**config.mk**
```make
export PLATFORM = sky130hd
export DESIGN_NAME = sac_axis
export DESIGN_NICKNAME = d
export VERILOG_FILES = /design/src/sac_pkg.sv /design/src/sac_axis.sv
export SDC_FILE = /design/constraint.sdc
export NUM_CORES = 2
export LEC_CHECK = 0
export BUFFER_PORTS_ARGS = -buffer_cell sky130_fd_sc_hd__buf_4
export CAP_MARGIN = 20
export CORE_MARGIN = 8
export CORE_UTILIZATION = 45
export CTS_CLUSTER_SIZE = 14
export DETAILED_ROUTE_END_ITERATION = 7
export PLACE_DENSITY = 0.67
export RECOVER_POWER = 100
export SLEW_MARGIN = 20
export SYNTH_ARGS = -nofsm -noshare
export SYNTH_HDL_FRONTEND = slang
export SYNTH_SLANG_ARGS = --single-unit
export TNS_END_PERCENT = 5
```
**constraint.sdc**
```tcl
create_clock -name clock -period 14.3 [get_ports clock]
set_input_delay 0.715 -clock clock [delete_from_list [all_inputs] [get_ports clock]]
set_output_delay 0.715 -clock clock [all_outputs]
set_load 0.1 [all_outputs]
```
**src/sac_pkg.sv**
```systemverilog
// Shared types and constants for the sphere versus box classifier.
package sac_pkg;

   // Configuration register indexes
   localparam int unsigned CSR_IDX_BITS = 3;

   localparam logic [CSR_IDX_BITS-1:0] REG_CENTRE_X   = 3'd0;
   localparam logic [CSR_IDX_BITS-1:0] REG_CENTRE_Y   = 3'd1;
   localparam logic [CSR_IDX_BITS-1:0] REG_CENTRE_Z   = 3'd2;
   localparam logic [CSR_IDX_BITS-1:0] REG_RADIUS     = 3'd3;
   localparam logic [CSR_IDX_BITS-1:0] REG_CHECK_CONT = 3'd4;

   // Relation codes
   localparam int unsigned REL_BITS = 2;

   localparam logic [REL_BITS-1:0] REL_OUTSIDE   = 2'h0;
   localparam logic [REL_BITS-1:0] REL_INTERSECT = 2'h1;
   localparam logic [REL_BITS-1:0] REL_CONTAINED = 2'h2;

   // Load enables for the per-axis pipeline stages
   typedef struct packed {
      logic s1;
      logic s2;
   } stage_en_type;

endpackage

```
**src/sac_axis.sv**
```systemverilog
// One axis of the classifier: corner distances, clamp distance and their squares.
module sac_axis #(
   parameter int unsigned COORD_BITS = 24
) (
   input  logic                        clock,
   input  sac_pkg::stage_en_type       stage_en,
   input  logic signed [COORD_BITS-1:0] centre,
   input  logic signed [COORD_BITS-1:0] box_low,
   input  logic signed [COORD_BITS-1:0] box_high,
   output logic [2*COORD_BITS-1:0]     far_sq,
   output logic [2*COORD_BITS-1:0]     near_sq
);
   import sac_pkg::*;

   localparam int unsigned SQ_BITS = 2 * COORD_BITS;

   logic signed [COORD_BITS:0] diff_lo;
   logic signed [COORD_BITS:0] diff_hi;
   logic [COORD_BITS-1:0]      abs_lo;
   logic [COORD_BITS-1:0]      abs_hi;
   logic                       le_lo;
   logic                       ge_hi;

   logic [COORD_BITS-1:0] far_in;
   logic [COORD_BITS-1:0] far_ff;
   logic [COORD_BITS-1:0] near_in;
   logic [COORD_BITS-1:0] near_ff;
   logic [SQ_BITS-1:0]    far_sq_in;
   logic [SQ_BITS-1:0]    far_sq_ff;
   logic [SQ_BITS-1:0]    near_sq_in;
   logic [SQ_BITS-1:0]    near_sq_ff;

   // Stage 1: signed distances to both planes, magnitudes fit in COORD_BITS
   always_comb begin
      diff_lo = {centre[COORD_BITS-1], centre} - {box_low[COORD_BITS-1], box_low};
      diff_hi = {centre[COORD_BITS-1], centre} - {box_high[COORD_BITS-1], box_high};
      abs_lo  = diff_lo[COORD_BITS] ? COORD_BITS'(-diff_lo) : diff_lo[COORD_BITS-1:0];
      abs_hi  = diff_hi[COORD_BITS] ? COORD_BITS'(-diff_hi) : diff_hi[COORD_BITS-1:0];
      le_lo   = (centre <= box_low);
      ge_hi   = (centre >= box_high);
   end

   // Farthest corner on this axis; clamp distance with the lower plane winning
   always_comb begin
      far_in = (abs_lo >= abs_hi) ? abs_lo : abs_hi;
      if (le_lo) begin
         near_in = abs_lo;
      end else if (ge_hi) begin
         near_in = abs_hi;
      end else begin
         near_in = '0;
      end
   end

   always_ff @(posedge clock) begin
      if (stage_en.s1) begin
         far_ff  <= far_in;
         near_ff <= near_in;
      end
   end

   // Stage 2: squares
   assign far_sq_in  = SQ_BITS'(far_ff) * SQ_BITS'(far_ff);
   assign near_sq_in = SQ_BITS'(near_ff) * SQ_BITS'(near_ff);

   always_ff @(posedge clock) begin
      if (stage_en.s2) begin
         far_sq_ff  <= far_sq_in;
         near_sq_ff <= near_sq_in;
      end
   end

   assign far_sq  = far_sq_ff;
   assign near_sq = near_sq_ff;

endmodule

```
==> impl_metrics.csv <==
group,metric,value,unit
outcome,status,"complete, but fails checks",
outcome,violations,"capacitance limit, slew limit",
grt,grt_max_degree,51,
drt,viasPerCell,5.109,
timing,whs,966.5,ps
synthesis,synth.cell_area,41940,um^2
drt,antenna_left,0,
timing,final_max_slew_viol_count,151,
synthesis,yosysTopAreaCellShare,0.4034,
worst_setup_path,cp-start-kind,"register",
floorplanning,die_y,321.3,um
clock_network,post_cts_resized,0,
synthesis,synth_edf_count,142,
placement,gp_congestion,0.9264,
finish,fin_cells,5881,
clock_network,clock-sinks,142,
timing,rsz0062_at_grt,"no",
timing,timing_hold_violations_final,0,
floorplanning,die_w,321.3,um
grt,antenna_found_initial,1,
clock_network,clock_path_buffers,2,
clock_network,h-tree-depth,4,
drt,top_layer,"met4",
clock_network,root_buffer,"clkbuf_16",
min_path,hp-class,"in -> reg",
worst_setup_path,crit_arrival,9040,ps
placement,hpwlAfterDp,86.04,mm
synthesis,synthFlopType,"edfxtp_1",
drt,wl_met3,5.067,mm
synthesis,yosysSeqAreaShare,0.1017,
drt,vias,30050,
clock_network,cts_buffers,17,
worst_setup_path,path_max_fanout,25,
clock_network,path_clk_slew,80,ps
drt,drtPass1Iterations,6,
worst_setup_path,required,14550,ps
floorplanning,io_pins,171,
timing,min_period,8799,ps
floorplanning,core,92910,um^2
timing,final.setup.tns,0,ps
drt,routed_wl,102.3,mm
drt,met1_length,45.78,mm
finish,nets,5966,
clock_network,insertion_delay,520,ps
finish,area_growth,6.543,%
grt,grt_usage,0.2040,
clock_network,cts_hold_buf,0,
synthesis,synth_top_cell_by_area,"fa_1",
synthesis,synth_area_per_cell,9.268,um^2
synthesis,yosysWarnings,0,
drt,drtIter0Drc,1867,
synthesis,postSynthCellCount,4525,
timing,worstMarginPinSlew,3239,ps
worst_setup_path,crit_path_end_kind,"register",
clock_network,post_cts_buffers,0,
floorplanning,dieArea,103200,um^2
drt,wl_met2,48.55,mm
synthesis,synth_seq_cells,142,
placement,port-buffer-count,168,
timing,max_freq,0.1136,GHz
floorplanning,std_cell_rows,112,
synthesis,async_reset_ff_frac,0,
synthesis,synthTopCellsByArea,"fa_1 (40%), ha_1 (13%), inv_1 (12%)",
timing,worst_slack,5501,ps
placement,post-place-ws,6143,ps
grt,grt.overflow.total,0,
timing,setup_viol_count_final,0,
grt,grt_pass1_vias,32000,
drt,routedWlPerCell,17.40,um
placement,placedCellCount,5848,
floorplanning,start_util,0.4514,
synthesis,ys_types,86,
drt,route.detailed.drc,0,
finish,layout-drive-gt1-share,0.03848,
timing,period_share,0.6153,
job,cap_violations,4,
clock_network,cts_tree,"built",
worst_setup_path,path_class,"reg -> reg",
timing,slew_headroom,-1.159,
grt,grt_pass1_wl,168.6,mm
timing,clock_skew,30.16,ps
## state kept, by name, indices dropped and copies added (netlist names)
signal and count:
far_sq 47, far_ff 24, near_sq 47, near_ff 24
## cells in the final DEF (no fill, tap or decap), types with 44 or more instances in the layout
| cell | netlist | layout |
|---|---|---|
| inv_1 | 1295 | 1295 |
| fa_1 | 845 | 845 |
| ha_1 | 433 | 433 |
| nand2_1 | 390 | 390 |
| and2_1 | 230 | 220 |
| edfxtp_1 | 142 | 142 |
| a21oi_1 | 139 | 139 |
| nor2_1 | 123 | 123 |
| xnor2_1 | 107 | 107 |
| buf_4 | 3 | 102 |
| clkbuf_1 | 129 | 102 |
| o21ai_0 | 75 | 76 |
| xor2_1 | 71 | 71 |
| a21o_1 | 69 | 69 |
| nand3_1 | 43 | 44 |
## synthesized netlist by cell type, types with 17 or more instances
cell,count
inv_1,1295
nor2b_1,20
nand2b_1,20
fa_1,845
clkbuf_1,129
a21oi_1,139
nand3_1,43
o22ai_1,26
and3_1,21
nand4_1,25
a21o_1,69
edfxtp_1,142
o21ai_0,75
xnor2_1,107
or2_2,18
o21a_1,22
nor2_1,123
mux2i_1,33
ha_1,433
nor3_1,34
a31oi_1,22
o21bai_1,17
nand2_1,390
and2_1,230
xor2_1,71
## per-stage QoR
stage / util / instance area (um^2)
after floorplan: - / 41940
after global placement: 0.4792 / 44520
after detailed placement: 0.4792 / 44520
after CTS: 0.4851 / 45070
after global routing: 0.4809 / 44680
final: 0.4809 / 44680
## path summary, 6_finish.rpt
kind / start / end / slack (ps) / cells after the start
min reg2reg: far_ff[2] / far_sq[3] / 1090 / 3
max reg2reg: far_ff[0] / far_sq[44] / 5500 / 23
min: box_high[0] / far_ff[0] / 970 / 3
max: far_ff[0] / far_sq[44] / 5500 / 23
## worst max-delay path, cell delays in order, from the launching register on
cell and delay, ps:
edfxtp_1 320, clkbuf_1 1040, nand2_1 250, fa_1 580
inv_1 50, fa_1 500, fa_1 550, ha_1 140
inv_1 50, fa_1 470, inv_1 60, fa_1 540
fa_1 410, ha_1 360, a2111oi_0 420, o21ai_0 190
a41oi_1 360, o21ai_0 140, clkbuf_1 270, a311oi_1 820
o21ai_0 290, a31oi_1 400, o31ai_1 150, xor2_1 150
## cell type report
class / count / area, um^2
antenna: 1 / 2.502
timing repair buffer: 206 / 1164
clock buffer: 17 / 425.4
fill: 8778 / 48230
tap: 1254 / 1569
multi-input combinational: 2951 / 32270
inverter: 1295 / 4861
clock inverter: 15 / 125.1
sequential: 142 / 4264
## layer usage
metal,track usage,up-vias
met5,0,-
met4,0.06065,0
met3,0.02451,140
met2,0.3396,845
met1,0.2796,15130
li1,-,13930
## cell families after synthesis
| group | synth area share |
|---|---|
| AO/OA/AOI/OAI | 0.07507 |
| XOR/XNOR | 0.03873 |
| adder cells (fa/ha/maj) | 0.5325 |
| buffers and inverters | 0.1286 |
| flip-flops | 0.1017 |
| multiplexers | 0.008413 |
| other | 0.00008942 |
| AND/OR/NAND/NOR | 0.1148 |
Power is left out: the tool's default activity adds up to more than one toggle a clock period on the data nets, which glitch-free logic cannot reach.
